[src/rtl/core/polygon_point_inclusion_area_macros.svh]
// ----------------------------------------------------------------------------
// Polygon point inclusion and area: assertion macros
// Wrappers for concurrent assertions, empty in synthesis builds.
// ----------------------------------------------------------------------------
`ifndef POLYGON_POINT_INCLUSION_AREA_MACROS_SVH
`define POLYGON_POINT_INCLUSION_AREA_MACROS_SVH

`ifndef SYNTHESIS
// Checked on every rising clock edge while the reset is released.
`define PPIA_ASSERT(lbl, clk, rst_n, prop) \
  lbl: assert property (@(posedge clk) disable iff (!rst_n) prop) \
    else $error("assertion failed");
// Checked on every rising clock edge, reset included.
`define PPIA_ASSERT_NR(lbl, clk, prop) \
  lbl: assert property (@(posedge clk) prop) \
    else $error("assertion failed");
`else
`define PPIA_ASSERT(lbl, clk, rst_n, prop)
`define PPIA_ASSERT_NR(lbl, clk, prop)
`endif

`endif

[src/rtl/core/ppia_pkg.sv]
`timescale 1ns / 1ps
// ----------------------------------------------------------------------------
// Polygon point inclusion and area: package
// Operation codes, fixed widths and the command and status words between the
// controller and the datapath.
// ----------------------------------------------------------------------------
package ppia_pkg;

  localparam int unsigned OP_W   = 2;
  localparam int unsigned AREA_W = 40;

  typedef enum logic [OP_W-1:0] {
    OP_CLEAR  = 2'd0,
    OP_APPEND = 2'd1,
    OP_QUERY  = 2'd2
  } op_e;

  typedef struct packed {
    logic box_clear;    // return the bounding box to its empty value
    logic wr_en;        // store a vertex and widen the box
    logic query_start;  // latch the query point and clear the accumulators
    logic rd_en;        // read one vertex from the store
    logic rd_first;     // the read targets vertex zero
    logic close;        // issue the closing edge, last vertex to first
    logic report;       // register the result word
  } ppia_cmd_t;

  typedef struct packed {
    logic pipe_busy;    // some edge is still in flight
  } ppia_stat_t;

endpackage

[src/rtl/core/ppia_ctrl.sv]
`timescale 1ns / 1ps
`include "polygon_point_inclusion_area_macros.svh"
// ----------------------------------------------------------------------------
// Polygon point inclusion and area: controller
// Decodes operations, keeps the vertex count and sequences the edge walk.
// ----------------------------------------------------------------------------
module ppia_ctrl import ppia_pkg::*; #(
  parameter int unsigned MAX_VERTICES = 64,
  localparam int unsigned AW    = $clog2(MAX_VERTICES),
  localparam int unsigned CNT_W = $clog2(MAX_VERTICES + 1)
) (
  input  logic            clk_i,
  input  logic            rst_ni,
  input  logic            start,
  output logic            busy,
  input  logic [OP_W-1:0] operation_i,
  output ppia_cmd_t       cmd_o,
  output logic [AW-1:0]   addr_o,
  input  ppia_stat_t      stat_i
);

  typedef enum logic [2:0] {
    S_IDLE,
    S_READ,
    S_CLOSE,
    S_DRAIN,
    S_REPORT
  } state_e;

  state_e           state_q;
  logic [CNT_W-1:0] count_q;
  logic [CNT_W-1:0] idx_q;
  logic             accept;
  logic             full;

  assign accept = start && (state_q == S_IDLE);
  assign full   = (count_q == CNT_W'(MAX_VERTICES));
  assign busy   = (state_q != S_IDLE);

  always_comb begin
    cmd_o  = '0;
    addr_o = count_q[AW-1:0];
    case (state_q)
      S_IDLE: begin
        if (accept) begin
          case (op_e'(operation_i))
            OP_CLEAR:  cmd_o.box_clear   = 1'b1;
            OP_APPEND: cmd_o.wr_en       = !full;
            OP_QUERY:  cmd_o.query_start = 1'b1;
            default:   cmd_o             = '0;
          endcase
        end
      end
      S_READ: begin
        cmd_o.rd_en    = 1'b1;
        cmd_o.rd_first = (idx_q == '0);
        addr_o         = idx_q[AW-1:0];
      end
      S_CLOSE:  cmd_o.close  = 1'b1;
      S_REPORT: cmd_o.report = 1'b1;
      default:  cmd_o        = '0;
    endcase
  end

  always_ff @(posedge clk_i or negedge rst_ni) begin
    if (!rst_ni) begin
      state_q <= S_IDLE;
      count_q <= '0;
      idx_q   <= '0;
    end else begin
      case (state_q)
        S_IDLE: begin
          if (accept) begin
            case (op_e'(operation_i))
              OP_CLEAR: count_q <= '0;
              OP_APPEND: begin
                if (!full) begin
                  count_q <= count_q + CNT_W'(1);
                end
              end
              OP_QUERY: begin
                idx_q   <= '0;
                state_q <= (count_q == '0) ? S_REPORT : S_READ;
              end
              default: state_q <= S_IDLE;
            endcase
          end
        end
        S_READ: begin
          idx_q <= idx_q + CNT_W'(1);
          if (idx_q == count_q - CNT_W'(1)) begin
            state_q <= S_CLOSE;
          end
        end
        S_CLOSE: state_q <= S_DRAIN;
        S_DRAIN: begin
          // The closing edge is the last one in flight; report once it lands.
          if (!stat_i.pipe_busy) begin
            state_q <= S_REPORT;
          end
        end
        S_REPORT: state_q <= S_IDLE;
        default:  state_q <= S_IDLE;
      endcase
    end
  end

  `PPIA_ASSERT(a_count_bound, clk_i, rst_ni, count_q <= CNT_W'(MAX_VERTICES))
  `PPIA_ASSERT(a_read_in_range, clk_i, rst_ni, (state_q == S_READ) |-> (idx_q < count_q))
  `PPIA_ASSERT(a_walk_closes, clk_i, rst_ni, (state_q == S_CLOSE) |=> stat_i.pipe_busy)

endmodule

[config.mk]
export PLATFORM = sky130hd
export DESIGN_NAME = ppia_ctrl
export DESIGN_NICKNAME = d
export VERILOG_FILES = /design/src/rtl/core/ppia_pkg.sv /design/src/rtl/core/ppia_ctrl.sv
export VERILOG_INCLUDE_DIRS = /design/src /design/src/rtl/core
export SDC_FILE = /design/constraint.sdc
export NUM_CORES = 1
export LEC_CHECK = 0
export BUFFER_PORTS_ARGS = -buffer_cell sky130_fd_sc_hd__buf_2
export CAP_MARGIN = 20
export CORE_ASPECT_RATIO = 1.5
export CORE_UTILIZATION = 51
export DETAILED_ROUTE_END_ITERATION = 6
export PLACE_DENSITY = 0.84
export SLEW_MARGIN = 20
export SYNTH_ARGS = -nofsm -noshare
export SYNTH_HDL_FRONTEND = slang
export SYNTH_SLANG_ARGS = --single-unit
[constraint.sdc]
create_clock -name clk_i -period 1.6 [get_ports clk_i]
set_input_delay 0.32 -clock clk_i [delete_from_list [all_inputs] [get_ports clk_i]]
set_output_delay 0.32 -clock clk_i [all_outputs]
set_load 0.02 [all_outputs]
# Word level (Yosys, flattened, before mapping)
# Index checks and enable logic that the tools add are counted.
[totals] register_bits=17 word_cells=53
[op_classes] add_sub_neg=3 eq_ne=14 muxes=20 n_reduce_logical=13
[ops] cell="$mux 7" count=4
[ops] cell="$pmux 7 s2" count=2
[ops] cell="$mux 3" count=5
[ops] cell="$add 7x1->7 const B" count=2
[ops] cell="$logic_not 7->1" count=2
[ops] cell="$pmux 3 s4" count=1
[ops] cell="$ne 2x2->1 const B" count=5
[ops] cell="$reduce_and 4->1" count=2
[ops] cell="$eq 7x7->1" count=1
[ops] cell="$eq 7x7->1 const B" count=1
[ops] cell="$sub 7x1->7 const B" count=1
[ops] cell="$eq 3x2->1 const B" count=2
[ops] cell="$mux 6" count=1
[ops] cell="$pmux 3 s2" count=1
[ops] cell="$pmux 1 s2" count=2
[ops] cell="$pmux 2 s2" count=1
[ops] cell="$reduce_bool 2->1" count=2
[ops] cell="$eq 3x1->1 const B" count=1
[ops] cell="$eq 3x3->1 const B" count=1
[ops] cell="$logic_not 3->1" count=1
[ops] cell="$mux 1" count=3
[ops] cell="$reduce_and 3->1" count=1
[ops] cell="$reduce_bool 3->1" count=1
[ops] cell="$eq 2x1->1 const B" count=1
[ops] cell="other kinds (6)" count=6

# Logic depth before layout (Yosys ltp)
[depth] word_depth=5 mapped_depth=7 mapped_depth_nobuf=7

# Worst setup path before layout
# Ideal clock, no wire load.
[synth_timing] path_kind="register -> output" from="reg idx_q[0]" to="out cmd_o[2] in the netlist's numbering" arrival_ps=1818 required_ps=1280 slack_ps=-538 path_stages_with_launch=5 n_path_buf=0 path_cell_list="dfrtp_1 -> inv_1 -> ha_1 -> or4b_2 -> nor4_1"
[synth_lines] element="from (decl)" line="ppia_ctrl.sv:32" text="logic [CNT_W-1:0] idx_q;"
[synth_lines] element="from (signal assigned)" line="ppia_ctrl.sv:90" text="idx_q <= idx_q + CNT_W'(1);"
[synth_lines] element="to (decl)" line="ppia_ctrl.sv:17" text="output ppia_cmd_t cmd_o,"

==> summary.md <==
| Metric | Value |
|---|---|
| Clock sinks | `17` |
| Total core area | `2480 µm²` |
| Initial antenna violation count | `0` |
| Clock buffer depth | `2` |
| Worst hold margin | `0.314 ns` |
| Violated checks | `DRC, setup timing` |
| Nets@finish | `228` |
| YS warnings | `0` |
| Worst relative slew slack | `63.0%` |
| ANT cells | `0` |
| RSZ-0062 raised after global routing | `yes` |
| Top Ports | `20` |
| Root buf cell | `clkbuf_4` |
| PortBufs | `19` |
| CTS Buf Count | `3` |
| VDD IR max | `0.00116 V` |
| Ys flop type | `dfrtp_1` |
| Slew Viols, Final | `0` |
| Die ar. | `2840 µm²` |
| First-pass GRT wire length | `8000 µm` |
| DIE WIDTH | `43.9 µm` |
| Most frequent cells in the layout | `buf_4 (37), buf_6 (24), dfrtp_1 (15)` |
| LEAKAGE | `0.00102 µW` |
| Hold Vio Cnt, Final | `0` |
| Number of synthesized flops with an enable pin | `0` |
| Placed inst area | `1650 µm²` |
| Final worst path period share | `130%` |
| Placer congestion estimate | `0.851` |
| Seq pwr share | `16.4%` |
| Sw Ratio | `47.2%` |
| Die Y | `64.8 µm` |
| Reg2Reg Depth | `6` |
| Antenna-violating nets left | `0` |
| CTS clk-pin slew, worst paths | `0.10 ns` |
| Cell Int Power | `2170 µW` |
| H-tree depth | `1` |
| Post-layout util | `94.6%` |
| Unique masters post-synth | `48` |
| Synth top area share | `31.7%` |
| Synth Register Bits | `17` |
| Clock power frac | `6.1%` |
| Clock Latency Late Sink | `0.32 ns` |
| Final design area excluding fillers | `2340 µm²` |
| Syn_area_per_cell | `9.05 µm²` |
| Critical path class | `reg -> out` |
| Max_cap viols | `0` |
| Number of global-route vias before repair | `1,561` |
| Async SR Flop Fraction | `100%` |
| Portion of total power attributed to combinational logic | `77.5%` |
| Pwr per Cell Area | `1750 nW/µm²` |
| Pwr Total | `4110 µW` |
| 1st-pass router iterations | `7` |
| Main area contributors after synthesis | `dfrtp_1 (32%), nand2_1 (5.9%), xnor2_1 (5.2%)` |
| Syn nets | `159` |
| Vias/cell | `6.63` |
| Routed WL | `5910 µm` |
| Drt wl/cell | `24.6 µm` |
| CTS tree | `built` |
| Fmax | `482 MHz` |
| Synth area leader | `dfrtp_1` |
| Initial DRC count | `122` |
| HP Class | `in -> reg` |
| GRT Resource Usage Total | `38.9%` |
| Critical Path Start Type | `flip-flop` |
| DR vias | `1,592` |
| FP Rows | `22` |
| Critical path capture point type | `output port` |
| Post-layout min period | `2.08 ns` |
| Actual slew at the worst max-slew pin | `0.550 ns` |
| Starting Density | `54.1%` |
| Post-DP HPWL | `2630 µm` |
| Hold Path Cell Cnt | `3` |
| CP Data Arrival Time | `1.76 ns` |
| Mapped Cells | `148` |
| Gr ovfl total | `0` |
| Min setup slack post-route | `-0.476 ns` |
| P_sw | `1940 µW` |
| Post-Syn Area | `1340 µm²` |
| Outcome | `finished with violations` |
| Required @ worst endpoint | `1.28 ns` |
| Post-route DRC | `2` |
| Sequential-to-total area share from yosys stat | `31.7%` |
| Share of post-route cells with drive strength above 1 | `62.5%` |
| Largest net degree at the start of global routing | `18` |
| Endpoints failing setup | `25` |
| Synthesis-to-layout area growth | `75.0%` |
| CP Max Fanout | `3` |
| Final Skew | `0.0141 ns` |
| Commonest non-fill, non-tap cell in the layout | `buf_4` |
| FF-to-FF setup slack | `-0.33 ns` |
registers in the layout, indices dropped and copies added, names as in the netlist:
name,flops
idx_q,7
state_q,3
count_q,7
worst paths after layout:
| check | from | endpoint |
|---|---|---|
| max in group asynchronous | rst_ni | state_q[0] |
| min reg2reg | idx_q[0] | idx_q[0] |
| min | stat_i | state_q[2] |
| max | state_q[1] | cmd_o[5] |
| max reg2reg | count_q[3] | state_q[0] |
| min in group asynchronous | rst_ni | idx_q[3] |
power groups by stage:
stage / sequential [µW] / combinational, µW / clock [µW]
2_1_floorplan: 679 / 1200 / 0
3_3_place_gp: 645 / 1790 / 0
3_5_place_dp: 660 / 1850 / 0
4_1_cts: 653 / 2510 / 251
5_1_grt: 681 / 3300 / 268
6_report: 673 / 3190 / 253
critical path, cell delays in order (launching register included):
cell,delay (ns)
dfrtp_2,0.46
buf_6,0.15
nor3_4,0.27
nand4_1,0.21
nor2_2,0.22
buf_6,0.14
cell usage after synthesis (2+ instances only):
library cell	count
a21oi_1	4
a22o_1	4
and2_1	3
and3_1	2
buf_6	3
clkbuf_1	2
dfrtp_1	17
ha_1	5
inv_1	6
mux2_2	3
nand2_1	21
nand3_1	3
nand3b_1	2
nand4_1	3
nor2_1	9
nor3_1	2
o21ai_0	12
o31ai_1	3
or3_1	3
xnor2_1	8
xor2_1	6
final cells by class:
cell class / instances / area (µm²)
Multi-Input combinational cell: 117 / 1180
Timing Repair Buffer: 71 / 643
Sequential cell: 17 / 428
Fill cell: 62 / 133
Inverter: 7 / 31.3
Tap cell: 24 / 30.0
Clock buffer: 3 / 22.5
Clock inverter: 1 / 5.00
layer usage:
layer,wire [µm],vias to the layer above,global-route usage [%]
met1,2140,771,45.7
met5,0,-,0
met2,2910,112,65.1
met4,410,0,22.7
li1,-,669,-
met3,443,40,5.85
cells by family (layout without fill, tap and decap cells):
kind of cell             Yosys count  in the layout  share of synthesized area, %
AND/OR/NAND/NOR                   63             63                          29.0
buffers and inverters             14             82                          6.44
XOR/XNOR                          14             14                          9.15
AO/OA/AOI/OAI                     32             32                          16.4
adder cells (fa/ha/maj)            5              5                          4.67
multiplexers                       3              3                          2.52
flip-flops                        17             17                          31.7
metrics by stage:
step | worst slack (ns) | TNS [ns] | instances
global route | -0.550 | -6.28 | 240
finish | -0.476 | -5.48 | 240
detailed placement | -0.215 | -0.265 | 212
global placement | -0.176 | -0.196 | 212
CTS | -0.502 | -3.99 | 238
floorplan | -0.181 | -0.241 | 148
timing repair:
item | in CTS | in global routing
hold endpoints to repair | 17 | 0
endpoints found under the setup margin | 18 | 29
pin swaps | 26 | 22
buffers inserted | 22 | 15
hold buffers | 1 | 0
resized for setup | 78 | 45
Power figures use the tool's default switching activity.
